--- src/rtl/cfs_pkg.sv ---
// ----------------------------------------------------------------------------
// cfs_pkg
// Shared types and constants for the closest factor search block: sequencer
// states, stream field widths and the first trial divisor.
// ----------------------------------------------------------------------------
package cfs_pkg;

  // field widths of one transfer
  localparam int TARGET_W    = 32;
  localparam int NUMBER_W    = 32;
  localparam int FACTOR_W    = 16;
  localparam int IN_TDATA_W  = 72;
  localparam int OUT_TDATA_W = 16;

  // bit positions inside the input tdata
  localparam int TARGET_LSB   = 0;
  localparam int NUMBER_LSB   = 32;
  localparam int ROUND_UP_BIT = 64;

  // trial division starts here
  localparam int FIRST_DIVISOR = 2;

  // sequencer states
  typedef enum logic [2:0] {
    ST_IDLE,
    ST_START,
    ST_DIV,
    ST_DIST,
    ST_CMP,
    ST_DONE
  } state_e;

endpackage

--- src/rtl/cfs_div.sv ---
// ----------------------------------------------------------------------------
// cfs_div
// Restoring divider, one quotient bit per cycle. A start pulse loads the
// operands; done pulses once quotient and remainder are valid.
// ----------------------------------------------------------------------------
module cfs_div #(
  parameter int WIDTH = 32
) (
  input  logic             clk_i,
  input  logic             rst_ni,
  input  logic             start_i,
  input  logic [WIDTH-1:0] dividend_i,
  input  logic [WIDTH-1:0] divisor_i,
  output logic             done_o,
  output logic [WIDTH-1:0] quotient_o,
  output logic [WIDTH-1:0] remainder_o
);

  localparam int CntW = $clog2(WIDTH + 1);

  logic [CntW-1:0]  cnt_q, cnt_d;
  logic             done_q, done_d;
  logic [WIDTH-1:0] rem_q, rem_d;
  logic [WIDTH-1:0] quo_q, quo_d;
  logic [WIDTH-1:0] dvs_q, dvs_d;
  logic [WIDTH:0]   rem_sh;
  logic [WIDTH:0]   rem_sub;

  // one shift and subtract step
  always_comb begin
    rem_sh  = {rem_q, quo_q[WIDTH-1]};
    rem_sub = rem_sh - {1'b0, dvs_q};
    cnt_d   = cnt_q;
    done_d  = 1'b0;
    rem_d   = rem_q;
    quo_d   = quo_q;
    dvs_d   = dvs_q;
    if (start_i) begin
      cnt_d = CntW'(WIDTH);
      rem_d = '0;
      quo_d = dividend_i;
      dvs_d = divisor_i;
    end else if (cnt_q != '0) begin
      cnt_d = cnt_q - 1'b1;
      done_d = (cnt_q == CntW'(1));
      if (!rem_sub[WIDTH]) begin
        rem_d = rem_sub[WIDTH-1:0];
        quo_d = {quo_q[WIDTH-2:0], 1'b1};
      end else begin
        rem_d = rem_sh[WIDTH-1:0];
        quo_d = {quo_q[WIDTH-2:0], 1'b0};
      end
    end
  end

  // control registers
  always_ff @(posedge clk_i or negedge rst_ni) begin
    if (!rst_ni) begin
      cnt_q  <= '0;
      done_q <= 1'b0;
    end else begin
      cnt_q  <= cnt_d;
      done_q <= done_d;
    end
  end

  // operand and result registers
  always_ff @(posedge clk_i) begin
    rem_q <= rem_d;
    quo_q <= quo_d;
    dvs_q <= dvs_d;
  end

  assign done_o      = done_q;
  assign quotient_o  = quo_q;
  assign remainder_o = rem_q;

endmodule

--- src/rtl/closest_factor_search_core.sv ---
// ----------------------------------------------------------------------------
// closest_factor_search_core
// Finds the divisor of a number, between 2 and its integer square root, that
// lies closest to a target, by trial division on one shared divider.
// ----------------------------------------------------------------------------
// Usage:
//   s_axis: one transfer carries target, number and round_up. m_axis: one
//   transfer per input, found in tuser and the factor in tdata (zero if none).
//   One item at a time; s_axis_tready_o is high only while the sequencer idles.
//   Each trial divisor i = 2, 3, ... costs a start state and one divider
//   pass, and a hit also passes the distance and compare states. The search
//   stops at the first i with i > number / i. Invalid items (number not
//   positive, target negative) skip the search and go straight to the final
//   state. The sequencer returns to idle as the result is loaded, so the next
//   item is accepted even while that result waits; if the receiver still
//   holds off when that search ends, the sequencer waits in its final state
//   until the register is free.
//   Reset clears the sequencer and the output valid; no clearing pass.
// ----------------------------------------------------------------------------
module closest_factor_search_core #(
  parameter int NUMBER_WIDTH = 32
) (
  input  logic                            clk_i,
  input  logic                            rst_ni,
  // target [31:0], number [63:32], round_up [64], zero pad [71:65]
  input  logic                            s_axis_tvalid_i,
  output logic                            s_axis_tready_o,
  input  logic [cfs_pkg::IN_TDATA_W-1:0]  s_axis_tdata_i,
  // factor [15:0]
  output logic                            m_axis_tvalid_o,
  input  logic                            m_axis_tready_i,
  output logic [cfs_pkg::OUT_TDATA_W-1:0] m_axis_tdata_o,
  // found [0]
  output logic                            m_axis_tuser_o
);

  localparam int NW = NUMBER_WIDTH;
  localparam int DistW = ((NW > cfs_pkg::TARGET_W) ? NW : cfs_pkg::TARGET_W) + 1;

  cfs_pkg::state_e state_q, state_d;

  logic [cfs_pkg::TARGET_W-1:0] target_q;
  logic                         round_up_q;
  logic [NW-1:0]                num_q;
  logic [NW-1:0]                i_q;
  logic [NW-1:0]                best_q;
  logic [DistW-1:0]             best_dist_q;
  logic [DistW-1:0]             dist_q;
  logic                         have_q;
  logic                         m_valid_q;
  logic                         m_found_q;
  logic [cfs_pkg::FACTOR_W-1:0] m_factor_q;

  logic [cfs_pkg::TARGET_W-1:0] in_target;
  logic [cfs_pkg::NUMBER_W-1:0] in_number;
  logic [NW-1:0]                in_num;
  logic                         in_neg;
  logic                         in_bad;
  logic                         in_xfer;
  logic                         out_xfer;

  logic                         div_start;
  logic                         div_done;
  logic [NW-1:0]                div_quo;
  logic [NW-1:0]                div_rem;
  logic                         past_root;
  logic [DistW-1:0]             diff;
  logic                         take;
  logic                         load_out;

  // unpack the input transfer
  assign in_target = s_axis_tdata_i[cfs_pkg::TARGET_LSB +: cfs_pkg::TARGET_W];
  assign in_number = s_axis_tdata_i[cfs_pkg::NUMBER_LSB +: cfs_pkg::NUMBER_W];
  assign in_num    = NW'(in_number);
  assign in_neg    = (NW <= cfs_pkg::NUMBER_W) ? in_num[NW-1] : 1'b0;
  assign in_bad    = in_neg || (in_num == '0) || in_target[cfs_pkg::TARGET_W-1];

  assign in_xfer  = s_axis_tvalid_i && s_axis_tready_o;
  assign out_xfer = m_valid_q && m_axis_tready_i;

  // shared trial divider
  cfs_div #(
    .WIDTH (NW)
  ) u_div (
    .clk_i       (clk_i),
    .rst_ni      (rst_ni),
    .start_i     (div_start),
    .dividend_i  (num_q),
    .divisor_i   (i_q),
    .done_o      (div_done),
    .quotient_o  (div_quo),
    .remainder_o (div_rem)
  );

  // search ends once the divisor passes the quotient
  assign past_root = i_q > div_quo;

  // signed distance of the divisor to the target
  assign diff = DistW'(target_q) - DistW'(i_q);

  // keep the first hit, a nearer one, or an equal one when rounding up
  assign take = !have_q || (dist_q < best_dist_q) || ((dist_q == best_dist_q) && round_up_q);

  // next state
  always_comb begin
    state_d = state_q;
    case (state_q)
      cfs_pkg::ST_IDLE: begin
        if (in_xfer) state_d = in_bad ? cfs_pkg::ST_DONE : cfs_pkg::ST_START;
      end
      cfs_pkg::ST_START: state_d = cfs_pkg::ST_DIV;
      cfs_pkg::ST_DIV: begin
        if (div_done) begin
          if (past_root) state_d = cfs_pkg::ST_DONE;
          else if (div_rem == '0) state_d = cfs_pkg::ST_DIST;
          else state_d = cfs_pkg::ST_START;
        end
      end
      cfs_pkg::ST_DIST: state_d = cfs_pkg::ST_CMP;
      cfs_pkg::ST_CMP: state_d = cfs_pkg::ST_START;
      cfs_pkg::ST_DONE: begin
        if (!m_valid_q || m_axis_tready_i) state_d = cfs_pkg::ST_IDLE;
      end
      default: state_d = cfs_pkg::ST_IDLE;
    endcase
  end

  // sequencer outputs
  always_comb begin
    s_axis_tready_o = 1'b0;
    div_start       = 1'b0;
    load_out        = 1'b0;
    case (state_q)
      cfs_pkg::ST_IDLE:  s_axis_tready_o = 1'b1;
      cfs_pkg::ST_START: div_start = 1'b1;
      cfs_pkg::ST_DONE:  load_out = !m_valid_q || m_axis_tready_i;
      default: begin
        s_axis_tready_o = 1'b0;
      end
    endcase
  end

  // control registers
  always_ff @(posedge clk_i or negedge rst_ni) begin
    if (!rst_ni) begin
      state_q   <= cfs_pkg::ST_IDLE;
      m_valid_q <= 1'b0;
      have_q    <= 1'b0;
    end else begin
      state_q <= state_d;
      if (load_out) m_valid_q <= 1'b1;
      else if (out_xfer) m_valid_q <= 1'b0;
      if (in_xfer) have_q <= 1'b0;
      else if (state_q == cfs_pkg::ST_CMP && take) have_q <= 1'b1;
    end
  end

  // search datapath
  always_ff @(posedge clk_i) begin
    if (in_xfer) begin
      target_q   <= in_target;
      num_q      <= in_num;
      round_up_q <= s_axis_tdata_i[cfs_pkg::ROUND_UP_BIT];
      i_q        <= NW'(cfs_pkg::FIRST_DIVISOR);
    end
    if (state_q == cfs_pkg::ST_DIV && div_done && !past_root && div_rem != '0) begin
      i_q <= i_q + 1'b1;
    end
    if (state_q == cfs_pkg::ST_DIST) begin
      dist_q <= diff[DistW-1] ? (~diff + 1'b1) : diff;
    end
    if (state_q == cfs_pkg::ST_CMP) begin
      i_q <= i_q + 1'b1;
      if (take) begin
        best_q      <= i_q;
        best_dist_q <= dist_q;
      end
    end
  end

  // output register
  always_ff @(posedge clk_i) begin
    if (load_out) begin
      m_found_q  <= have_q;
      m_factor_q <= have_q ? cfs_pkg::FACTOR_W'(best_q) : '0;
    end
  end

  assign m_axis_tvalid_o = m_valid_q;
  assign m_axis_tdata_o  = m_factor_q;
  assign m_axis_tuser_o  = m_found_q;

`ifndef SYNTHESIS
  // a reported factor is at least the first trial divisor
  a_found_factor: assert property (@(posedge clk_i) disable iff (!rst_ni)
    m_valid_q && m_found_q |-> m_factor_q >= cfs_pkg::FACTOR_W'(cfs_pkg::FIRST_DIVISOR))
    else $error("found result carries factor below first divisor");

  // no result means a zero factor
  a_empty_zero: assert property (@(posedge clk_i) disable iff (!rst_ni)
    m_valid_q && !m_found_q |-> m_factor_q == '0)
    else $error("not-found result carries nonzero factor");

  // the trial divisor never drops below the first divisor during a search
  a_divisor_floor: assert property (@(posedge clk_i) disable iff (!rst_ni)
    state_q == cfs_pkg::ST_START |-> i_q >= NW'(cfs_pkg::FIRST_DIVISOR))
    else $error("trial divisor below first divisor");

  // a pending result is never overwritten before it is taken
  a_no_overwrite: assert property (@(posedge clk_i) disable iff (!rst_ni)
    m_valid_q && !m_axis_tready_i |=> m_valid_q && $stable(m_factor_q))
    else $error("pending result lost");
`endif

endmodule
--- config.mk ---
export PLATFORM = sky130hd
export DESIGN_NAME = closest_factor_search_core
export DESIGN_NICKNAME = d
export VERILOG_FILES = /design/src/rtl/cfs_pkg.sv /design/src/rtl/cfs_div.sv /design/src/rtl/closest_factor_search_core.sv
export SDC_FILE = /design/constraint.sdc
export NUM_CORES = 1
export LEC_CHECK = 0
export BUFFER_PORTS_ARGS = -buffer_cell sky130_fd_sc_hd__buf_2
export CORE_UTILIZATION = 50
export CTS_CLUSTER_DIAMETER = 100
export DETAILED_ROUTE_END_ITERATION = 10
export GPL_TIMING_DRIVEN = 0
export PLACE_DENSITY = 0.7
export SLEW_MARGIN = 25
export SYNTH_ARGS = -nofsm -noshare
export SYNTH_HDL_FRONTEND = slang
export SYNTH_SLANG_ARGS = --single-unit
--- constraint.sdc ---
create_clock -name clk_i -period 6.8 [get_ports clk_i]
set_input_delay 0.68 -clock clk_i [delete_from_list [all_inputs] [get_ports clk_i]]
set_output_delay 0.68 -clock clk_i [all_outputs]
set_load 0.05 [all_outputs]
* After elaboration in Yosys (flattened, before gate mapping)
Index checks and enable logic that the tools add are counted.
** Storage, ports and cells
- Output and inout port bits :: 19
- Register bits :: 304
- Logic and storage cells :: 88
** Cells by class
- Bitwise gates (word level) :: 1
- Reductions and logical operators :: 26
- Muxes and demuxes :: 26
- Add/subtract/negate cells :: 5
- Order comparisons :: 2
- Equality and inequality tests :: 10
** Operators by type and width (number)
- $mux 32 :: 7
- $logic_not 32->1 :: 2
- $add 33x1->33 const B :: 1
- $eq 33x33->1 :: 1
- $lt 33x33->1 :: 1
- $not 33->33 :: 1
- $sub 32x32->33 :: 1
- $sub 33x32->33 :: 1
- $add 32x1->32 const B :: 1
- $gt 32x32->1 :: 1
- $reduce_bool 32->1 :: 1
- $pmux 3 s6 :: 1
- $mux 3 :: 5
- $mux 6 :: 2
- $mux 1 :: 10
- $logic_and 1x1->1 :: 7
- $eq 3x2->1 const B :: 2
- $eq 3x3->1 const B :: 2
- $eq 6x1->1 const B :: 1
- $reduce_bool 2->1 :: 3
- $reduce_bool 6->1 :: 1
- $sub 6x1->6 const B :: 1
- $logic_or 1x1->1 :: 5
- $ne 2x2->1 const B :: 2
- other kinds (8) :: 10

* Logic depth before layout (Yosys ltp)
Gate-level depths: netlist of the first run.
- Depth after elaboration :: 6
- Gate-level depth with buffers :: 16

* Modules after synthesis
From an unflattened synthesis of the first run, not the netlist that was laid out.
** Second synthesis, totals
- Cells, all modules :: 1600
- Area total of the unflattened synthesis :: 17533.1 µm²
** By module, submodules not included
- closest_factor_search_core :: cells each 1040, area an instance 11676.2 µm², times used 1, seq. area each 6010.8 µm²
- cfs_div :: cells each 560, area an instance 5856.9 µm², times used 1, seq. area each 2737.6 µm²

* Worst setup path after synthesis of the first run
OpenSTA, ideal clock, no wires.
- Path type :: input-to-reg
- From :: input port s_axis_tvalid_i
- To :: register i_q[0] (enable)
- Arrival time :: 6196 ps
- Cell stages on the path :: 3
- Slack :: 216 ps
- Buffers on the path :: 0
- Setup time :: 388 ps
- Data required time :: 6412 ps
- Cells stage by stage :: nand2b_1 -> nor3_1 -> a211o_1
** Between the ends
- Cells in the longest elaborated chain, start to end :: 2
** Ends and longest elaborated chain
- start: declaration :: RTL line closest_factor_search_core.sv:26 : input logic s_axis_tvalid_i,
- $logic_and 1x1->1 :: RTL line closest_factor_search_core.sv:78 : assign in_xfer = s_axis_tvalid_i && s_axis_tready_o;
- net in_xfer :: RTL line closest_factor_search_core.sv:59 : logic in_xfer;
- $reduce_bool 3->1 (no line)
- end signal: assignment :: RTL line closest_factor_search_core.sv:164 : i_q <= NW'(cfs_pkg::FIRST_DIVISOR);
- end signal: assignment :: RTL line closest_factor_search_core.sv:167 : i_q <= i_q + 1'b1;
- end signal: assignment :: RTL line closest_factor_search_core.sv:173 : i_q <= i_q + 1'b1;
- end: declaration :: RTL line closest_factor_search_core.sv:45 : logic [NW-1:0] i_q;
The timed path passes the listed nets, and every way through them passes these cells.
A chain may end at the register's enable or synchronous reset.

* Final worst setup path of the first run
- From :: register i_q[0]
- To :: register dist_q[28] (data pin)
** Between the ends
- Cells in the longest elaborated chain, start to end :: 4
** Ends and longest elaborated chain
- $sub 32x32->33 (*) :: RTL line closest_factor_search_core.sv:99 : assign diff = DistW'(target_q) - DistW'(i_q);
- $not 33->33 :: RTL line closest_factor_search_core.sv:170 : dist_q <= diff[DistW-1] ? (~diff + 1'b1) : diff;
- $add 33x1->33 :: RTL line closest_factor_search_core.sv:170
- $mux 32 (*) :: RTL line closest_factor_search_core.sv:170
- end signal: assignment :: RTL line closest_factor_search_core.sv:170
- end: declaration :: RTL line closest_factor_search_core.sv:48 : logic [DistW-1:0] dist_q;
Mark *: on every way between the ends. The rest lies on a longest branch, timed or not.

==> results of run 1 <==
cell usage after synthesis, types with 16 or more instances:
| master | instances |
|---|---|
| nor2b_1 | 22 |
| nand3_1 | 24 |
| a211oi_1 | 25 |
| nor3_1 | 24 |
| a21oi_1 | 92 |
| dfxtp_1 | 32 |
| a21o_1 | 66 |
| a31oi_1 | 17 |
| nand4_1 | 34 |
| nor2_1 | 111 |
| mux2i_1 | 29 |
| clkbuf_1 | 32 |
| inv_1 | 150 |
| ha_1 | 133 |
| xor2_1 | 28 |
| nor4_1 | 27 |
| nand2_1 | 106 |
| xnor2_1 | 84 |
| o21ai_0 | 99 |
| and2_1 | 20 |
| nand2b_1 | 16 |
| edfxtp_1 | 260 |
per-layer routing:
metal  vias to the layer above  global-route usage [%]  wire length (um)
met2                       354                    36.0             17800
met5                         -                       0                 0
met1                      5910                    31.4             18400
met4                         0                    7.98              1200
met3                        78                    4.01              2190
li1                       6043                       -                 -
sequential cells by signal (all words and copies together), names as in the netlist:
register / count
u_div.remainder_o: 32
u_div.cnt_q: 6
i_q: 32
m_axis_tvalid_o: 1
target_q: 32
round_up_q: 1
u_div.done_o: 1
u_div.quotient_o: 32
m_axis_tuser_o: 1
m_axis_tdata_o: 16
have_q: 1
state_q: 3
best_q: 16
num_q: 32
dist_q: 33
u_div.dvs_q: 32
best_dist_q: 33
through the flow:
stage | power [W] | setup TNS [ns] | utilization (%)
5_1_grt | 0.0122 | 0 | 58.2
3_3_place_gp | 0.00904 | -207.24 | 53.7
6_report | 0.0114 | 0 | 58.2
3_5_place_dp | 0.00927 | 0 | 54.3
2_1_floorplan | 0.00775 | 0 | -
4_1_cts | 0.0114 | 0 | 58.2
final cells by class:
type                       count  area, um^2  area share [%]
clock buffer                  40         947            4.85
inverter                     151         567            2.90
sequential                   304        8750            44.8
timing repair buffer          99         602            3.08
multi-input combinational   1084        7570            38.8
tap                          448         561            2.87
clock inverter                22         359            1.84
buffer                        42         166           0.852
worst max-delay path, cell delays in order, from the launching register on:
cell and delay, ns:
edfxtp_1 0.52, ha_1 0.29, fa_1 0.43, nand2b_1 0.19, a211oi_1 0.45, o21bai_1 0.21, a211oi_1 0.56, nor2_1 0.13
xnor2_1 0.23, or4_4 0.53, or4_4 0.59, nor3_2 0.28, a31oi_1 0.14, xor2_1 0.17
report_power, final:
| part | leakage [nW] | total (W) | internal (W) | switching, W |
|---|---|---|---|---|
| Combinational | 4.54 | 0.00581 | 0.00236 | 0.00345 |
| Sequential | 2.89 | 0.00353 | 0.00303 | 0.000505 |
| Clock | 0.641 | 0.00210 | 0.00135 | 0.000756 |
cells by family after synthesis:
kind of cell,Yosys count,share of synthesized area (%)
buf+inv,193,4.30
mux,31,1.84
compound gates,374,14.0
simple gates,432,12.7
flops,304,51.4
fa+ha+maj,135,10.0
xor+xnor,112,5.76
final timing paths:
path,start,endpoint,depth (start not counted)
worst max-delay path,i_q[0],dist_q[28],13
worst min-delay path,rst_ni,m_axis_tvalid_o,1
worst max register to register,i_q[0],dist_q[28],13
worst min register to register,dist_q[17],best_dist_q[17],0
max in group asynchronous,rst_ni,state_q[0],1
min in group clk_i,s_axis_tdata_i[9],target_q[9],1
==> summary.txt, run 1 <==
Outcome
  • Outcome: completed

Global routing
  • Global-route wire length before repair: 62.9 mm
  • Initial antenna violation count: 0
  • GR Util All Layers: ~23%
  • Vias in the first global route: ~12k
  • Total gr overflow: 0
  • Largest net degree at the start of global routing: 34

Synthesis
  • Synth area leader: edfxtp_1
  • Area share of the largest cell type after synthesis: 45.9%
  • Post-Syn Nets: ~1.8k
  • Largest cells by area after synthesis: edfxtp_1 46%, ha_1 9.8%, xnor2_1 4.3%, dfxtp_1 3.8%, inv_1 3.3%
  • Mapped Area: 0.0170 mm^2
  • Netlist cell types: 74
  • Ys async rst share: roughly 3.9%
  • Mean Syn Cell Area: about 11 um^2
  • Ys flop type: edfxtp_1
  • Yosys warning count: 0
  • Post-synth EDFFs: 260
  • Mapped Cells: 1581
  • Flops & latches, synth: between 300 and 400
  • Sequential share of the synthesized area: about 51%

Finish
  • Antenna cells: 0
  • Most common cell after layout, fill and taps aside: edfxtp_1
  • Cell Count, Final, Fillers Out: between 2k and 2.5k
  • Final Cell Area: between 0.015 and 0.02 mm^2
  • Layout cells sized above 1: about 11%
  • Fill cells: approximately 2.8k
  • Area Growth Syn to Fin: 14.7%
  • Most frequent cells in the layout: 260 x edfxtp_1, 150 x inv_1, 133 x ha_1, 111 x nor2_1, 105 x nand2_1
  • Fin nets: approximately 1.9k

Floorplan
  • Starting density of the core: 50.8%
  • Total I/O pin count: 95
  • Die height: roughly 190 um
  • Total Die Area: 0.0348 mm^2
  • # rows: 67
  • Die W: 187 um
  • Core box area: 0.0335 mm^2

Timing
  • Fin. Hold Viols: 0
  • Unrepaired setup endpoints after global routing: no
  • Clock Skew: ~0.018 ns
  • Final period util: ~73%
  • Fmax: between 0.2 and 0.25 GHz
  • Worst slew pin tran: ~0.87 ns
  • Slew Viols, Final: 0
  • Final worst slack: 1.81 ns
  • Max-slew headroom: 41.4%
  • Hold slack: roughly 0.034 ns
  • Setup violations, final: 0
  • Fin crit period: approximately 5 ns

Clock network
  • Post-CTS Hold Buffers: 0
  • Cts bufs inserted: 35
  • Clock Latency Late Sink: roughly 0.53 ns
  • H-Tree Depth: 2
  • Reg clk slew, reported paths: roughly 0.060 ns
  • CTS Sinks: between 300 and 400
  • CTS tree: done
  • Longest Clk Path Bufs: 3
  • Postcts setup bufs: 0
  • Root Driver: clkbuf_16
  • CTS resizes: 0

Critical path
  • CP max FO: 7
  • WP data arrival: approximately 5.3 ns
  • CP Launch Type: register
  • Worst Path Required: between 7 and 8 ns
  • FF-to-FF setup slack: approximately 1.8 ns
  • Critical Path End Type: register
  • Critical path class: register to register

Placed design
  • Gp weighted congestion: roughly 0.89
  • Area post-placement: ~0.018 mm^2
  • IO Port Bufs: 87
  • Post-DP HPWL: between 20 and 30 mm
  • DP Worst Slack: 1.87 ns
  • Placed Instances: about 2.1k

Power
  • Leakage: a little over 8 nW
  • Pwr/cell area: between 500 and 600 mW/mm^2
  • Worst vdd rail ir drop: approximately 0.00034 V

Route
  • Routed via count: 12.4k
  • Antenna Nets Post-Route: 0
  • Via/cell ratio: around 5.7
  • Initial DRT Pass Iterations: 5
  • Aggregate routed wire length: ~40 mm
  • WL per Instance: around 18 um
  • DR iter-0 viols: 807
  • DRC viols: 0

Worst hold path
  • HP Class: input port to async pin

Job
  • Maxcap violations: 0
No activity file was read; power rests on OpenSTA's default activity.
==> inputs of run 2 (changes only) <==
==> constraint.sdc (replaced) <==
create_clock -name clk_i -period 4.5 [get_ports clk_i]
set_input_delay 0.45 -clock clk_i [delete_from_list [all_inputs] [get_ports clk_i]]
set_output_delay 0.45 -clock clk_i [all_outputs]
set_load 0.05 [all_outputs]
==> summary.txt, run 2 (same netlist as run 1, synthesis figures left out) <==
Global routing
  • Total gr overflow: 0
  • Global-route wire length before repair: approximately 62 mm
  • Vias in the first global route: about 12k
  • GR Util All Layers: 22.7%
  • Initial antenna violation count: 1
  • Largest net degree at the start of global routing: 35

Worst hold path
  • Hold Path Cell Cnt: 1
  • Hold Path End: target_q[5]
  • Hold path start: s_axis_tdata_i[5]
  • HP Class: input port to register

Clock network
  • Cts bufs inserted: 35
  • Longest Clk Path Bufs: 3
  • CTS tree: done
  • CTS Sinks: 304
  • Root Driver: clkbuf_16
  • Clock Latency Late Sink: 0.53 ns
  • Reg clk slew, reported paths: approximately 0.06 ns
  • H-Tree Depth: 2

Placed design
  • IO Port Bufs: 87
  • Placed Instances: 2124
  • Post-DP HPWL: around 30 mm
  • Gp weighted congestion: between 0.8 and 0.9

Critical path
  • Critical path class: register to register
  • FF-to-FF setup slack: 0.13 ns
  • Worst R2R Start: i_q[7]
  • CP max FO: 10
  • Reg2reg path depth: 14
  • Critical Path Start: i_q[7]
  • WP data arrival: between 4 and 5 ns
  • Worst reg2reg path endpoint: dist_q[30]
  • Worst Path Required: roughly 4.8 ns
  • CP Launch Type: register
  • Critical Path End Type: register

Outcome
  • Outcome: completed

Timing
  • Fmax: approximately 0.23 GHz
  • Final period util: about 97%
  • Max-slew headroom: about two fifths
  • Slew Viols, Final: 0
  • Setup violations, final: 0
  • Unrepaired setup endpoints after global routing: yes
  • Clock Skew: 0.0156 ns
  • Worst slew pin tran: approximately 0.87 ns
  • Fin. Hold Viols: 0
  • Fin crit period: between 4 and 5 ns

Floorplan
  • Total I/O pin count: 95
  • Die height: 187 um
  • Total Die Area: between 0.03 and 0.04 mm^2
  • Core box area: 0.0335 mm^2
  • Die W: 187 um
  • # rows: 67
  • Starting density of the core: between 50 and 60%

Route
  • Aggregate routed wire length: 39.6 mm
  • Via/cell ratio: around 5.6
  • Initial DRT Pass Iterations: 7
  • DR iter-0 viols: between 800 and 900
  • Routed via count: between 10k and 15k
  • WL per Instance: approximately 18 um
  • Antenna Nets Post-Route: 0
  • DRC viols: 0

Finish
  • Layout cells sized above 1: 11.8%
  • Cell Count, Final, Fillers Out: around 2.2k
  • Most common cell after layout, fill and taps aside: edfxtp_1
  • Seq. cell area: around 0.0087 mm^2
  • Multi-input gate area: 0.00765 mm^2
  • Biggest regs: best_dist_q: 33 flops, dist_q: 33 flops
  • Fin nets: 1939
  • Area Growth Syn to Fin: 14.0%
  • Fill cells: around 2.8k
  • Most frequent cells in the layout: 260 x edfxtp_1, 149 x inv_1, 132 x ha_1, 111 x nor2_1, 105 x nand2_1

Job
  • Maxcap violations: 0

Power
  • Pwr/cell area: 869 mW/mm^2
  • Clk pwr share: between 15 and 20%
  • Switching power: approximately 0.007 W
  • Power, Total: 0.0169 W
  • Worst vdd rail ir drop: roughly 0.00055 V
  • Combinational share of power: a little over half
  • Leakage: ~8.0 nW
  • Power share of the sequential group: between 30% and 40%
  • Internal Dissipation: 0.00969 W
  • Switching share of total power: approximately 42%
-- run 2: worst max-delay path by stage --
stage | to | slack (ns) | cells past startpoint
after floorplan | i_q[0] | 0.07 | 3
after global placement | i_q[17] | -1.73 | 4
after detailed placement | dist_q[30] | -0.46 | 13
after CTS | dist_q[30] | 0.01 | 14
after global routing | dist_q[32] | 0.002 | 14
final | dist_q[30] | 0.13 | 14
-- run 2: stage by stage --
step	hold slack [ns]	TNS [ns]	util, %	setup WS [ns]	area, um^2
finish	0.104	0	57.9	0.126	19400
CTS	0.0828	0	57.8	0.0149	19400
detailed placement	0.350	-2.86	54.2	-0.461	18200
floorplan	0.154	0	-	0.0692	17000
global route	0.0912	0	57.9	0.00182	19400
global placement	0.341	-112.49	53.8	-1.73	18000
-- run 2: per-layer routing --
layer,part of all wire [%],GRT usage (%),up-vias
li1,-,-,6066
met1,46,32.0,5819
met2,45,35.8,367
met3,5.7,3.14,79
met4,3.3,8.35,0
met5,0,0,-
-- run 2: final cells by class --
type                            instances  area share, %
Sequential cell                       304           45.1
Multi-Input combinational cell       1084           39.4
Clock buffer                           46           4.83
Timing Repair Buffer                  110           3.51
Inverter                              151           2.92
Tap cell                              448           2.89
Buffer                                 42          0.870
Clock inverter                         16          0.484
Antenna cell                            1         0.0129
-- run 2: timing repair --
action                     in CTS  in global routing
resized for setup               8                  6
pin swaps                       3                  7
hold buffers                    1                  0
setup endpoints to repair      12                 31
setup buffers                  12                  2
hold endpoints to repair       12                  0
-- run 2: critical path: stages, from the launching register on --
cell and delay [ns]:
edfxtp_1 0.43, inv_2 0.12, ha_1 0.23, buf_2 0.18, a211o_1 0.35, or2_1 0.26
o211ai_1 0.32, a211o_1 0.20, o311ai_2 0.17, or2_4 0.31, or4_4 0.53, or4_4 0.49
nor3_4 0.17, a21oi_1 0.15, xnor2_2 0.19
-- run 2: power groups by stage --
stage / Sequential [W] / Clock (W) / Combinational [W]
3_5_place_dp: 0.00538 / 0 / 0.00864
6_report: 0.00523 / 0.00259 / 0.00904
4_1_cts: 0.00523 / 0.00263 / 0.00890
3_3_place_gp: 0.00540 / 0 / 0.00824
5_1_grt: 0.00533 / 0.00273 / 0.00998
2_1_floorplan: 0.00512 / 0 / 0.00658
==> inputs of run 3 (changes only) <==
--- a/config.mk
+++ b/config.mk
@@ -6,6 +6,7 @@
 export NUM_CORES = 1
 export LEC_CHECK = 0
 export BUFFER_PORTS_ARGS = -buffer_cell sky130_fd_sc_hd__buf_2
+export CORE_MARGIN = 1.5
 export CORE_UTILIZATION = 50
 export CTS_CLUSTER_DIAMETER = 100
 export DETAILED_ROUTE_END_ITERATION = 10
==> summary.txt, run 3 (same netlist as run 1, synthesis figures left out) <==
Finish
  • Most common cell after layout, fill and taps aside: edfxtp_1
  • Layout cells sized above 1: between 10% and 20%
  • Biggest regs: best_dist_q: 33 flops, dist_q: 33 flops
  • Most frequent cells in the layout: 260 x edfxtp_1, 149 x inv_1, 131 x ha_1, 111 x nor2_1, 104 x nand2_1
  • Seq. cell area: roughly 0.0087 mm^2
  • Multi-input gate area: 0.00767 mm^2
  • Fin nets: about 1.9k
  • Cell Count, Final, Fillers Out: roughly 2.2k
  • Fill cells: around 2.8k
  • Antenna cells: 0
  • Area Growth Syn to Fin: 14.6%

Critical path
  • Reg2reg path depth: 14
  • FF-to-FF setup slack: approximately 0.099 ns
  • WP data arrival: approximately 4.7 ns
  • CP Launch Type: register
  • Highest-delay cell along the critical path: or4_4
  • CP max FO: 10
  • CP bufs+invs: 2
  • Worst path max stage delay: 0.52 ns
  • Critical-path cell list: inv_2, ha_1, buf_2, a211o_1, or2_1, o211ai_1, a211o_1, o311ai_4, or2_4, or4_4, or4_4, nor3_4, a31oi_1, xnor2_1
  • Worst reg2reg path endpoint: dist_q[31]
  • Critical path class: register to register
  • Worst Path Required: about 4.8 ns
  • Crit-path leading delay family: simple AND/OR/NAND/NOR gates
  • Worst R2R Start: i_q[7]
  • Critical Path End Type: register

Floorplan
  • # rows: 67
  • Total Die Area: 0.0352 mm^2
  • Core box area: roughly 0.034 mm^2
  • Total I/O pin count: 95
  • Die W: between 150 and 200 um
  • Die height: around 190 um
  • Starting density of the core: 50.8%

Clock network
  • Reg clk slew, reported paths: about 0.070 ns
  • Root Driver: clkbuf_16
  • CTS Sinks: roughly 300
  • Cts bufs inserted: 31
  • Longest Clk Path Bufs: 3
  • Clock Latency Late Sink: 0.56 ns
  • CTS tree: done
  • H-Tree Depth: 1

Global routing
  • Total gr overflow: 0
  • Vias in the first global route: 12.0k
  • Busiest grt layer: met2
  • Largest net degree at the start of global routing: 33
  • Initial antenna violation count: 3
  • Global-route wire length before repair: slightly above 60 mm
  • Met3 Use GR: around 3.1%
  • Routing usage on met1: a little under a third
  • Met2 usage: around a third
  • GR Util All Layers: between 20 and 25%

Worst hold path
  • Hold Path End: target_q[4]
  • Hold path start: s_axis_tdata_i[4]
  • Hold Path Cell Cnt: 1
  • HP Class: input port to register

Timing
  • Clock Skew: between 0.015 and 0.02 ns
  • Setup violations, final: 0
  • Fin. Hold Viols: 0
  • Max-slew headroom: between 40% and 50%
  • Slew Viols, Final: 0
  • Fin crit period: between 4 and 5 ns
  • Fmax: between 0.2 and 0.25 GHz
  • Unrepaired setup endpoints after global routing: yes
  • Worst slew pin tran: between 0.8 and 0.9 ns
  • Final period util: ~98%

Job
  • Maxcap violations: 0

Outcome
  • Outcome: completed

Route
  • WL per Instance: between 15 and 20 um
  • DR iter-0 viols: approximately 830
  • Via/cell ratio: 5.64
  • DRC viols: 0
  • Antenna Nets Post-Route: 0
  • Initial DRT Pass Iterations: 5
  • Routed via count: around 12k
  • Aggregate routed wire length: 39.3 mm

Placed design
  • Gp weighted congestion: approximately 0.90
  • Post-DP HPWL: a little under 30 mm
  • Placed Instances: about 2.1k
  • IO Port Bufs: 87

Power
  • Pwr/cell area: 869 mW/mm^2
  • Worst vdd rail ir drop: between 0.0004 and 0.0005 V
  • Power, Total: around 0.017 W
  • Leakage: between 8 and 9 nW
## run 3: worst max-delay path by stage
stage,start,cells past startpoint,slack [ns],endpoint
6_report,i_q[7],14,0.1,dist_q[31]
5_1_grt,i_q[7],14,-0.01,dist_q[31]
4_1_cts,i_q[9],13,0.003,dist_q[30]
3_5_place_dp,i_q[0],13,-0.46,dist_q[30]
3_3_place_gp,s_axis_tvalid_i,4,-1.76,i_q[17]
2_1_floorplan,state_q[2],3,0.07,i_q[0]
## run 3: what timing repair did
item,CTS,global route
setup endpoints to repair,20,28
resized for setup,6,14
pin swaps,1,9
endpoints found under the hold margin,12,0
setup buffers,8,15
hold buffers,1,0
cloned,0,0
## run 3: power by group
part,internal (W),switching (W),leakage [nW]
Clock,0.00153,0.00105,0.502
Combinational,0.00372,0.00545,4.67
Sequential,0.00457,0.000631,2.89
Total,0.00982,0.00713,8.06
## run 3: through the flow
stage               util [%]  setup slack (ns)  instance area [um^2]  hold slack, ns  setup TNS, ns
floorplan                  -            0.0692                 17000           0.154              0
global placement        53.8             -1.76                 18000           0.341        -111.67
detailed placement      54.3            -0.455                 18200           0.340          -3.32
CTS                     57.7           0.00314                 19300          0.0436              0
global route            58.2           -0.0135                 19500          0.0417        -0.0166
finish                  58.2            0.0991                 19500          0.0645              0
## run 3: final cells by class
type	instances	area share [%]
Sequential cell	304	44.8
Multi-Input combinational cell	1084	39.3
Clock buffer	33	4.02
Timing Repair Buffer	120	3.94
Inverter	151	2.91
Tap cell	448	2.87
Clock inverter	22	1.21
Buffer	42	0.866
## run 3: worst reg2reg max path: cells and delay by family (launching register included)
| kind | cells | cell delay [ns] |
|---|---|---|
| AND/OR/NAND/NOR | 5 | 1.81 |
| AO/OA/AOI/OAI | 5 | 1.21 |
| flip-flops | 1 | 0.42 |
| buffers and inverters | 2 | 0.29 |
| adder cells (fa/ha/maj) | 1 | 0.22 |
| XOR/XNOR | 1 | 0.18 |
## run 3: metal layers
layer	up-vias	wire, um
li1	6090	-
met5	-	15
met1	5907	18500
met4	2	1270
met3	77	1970
met2	350	17600
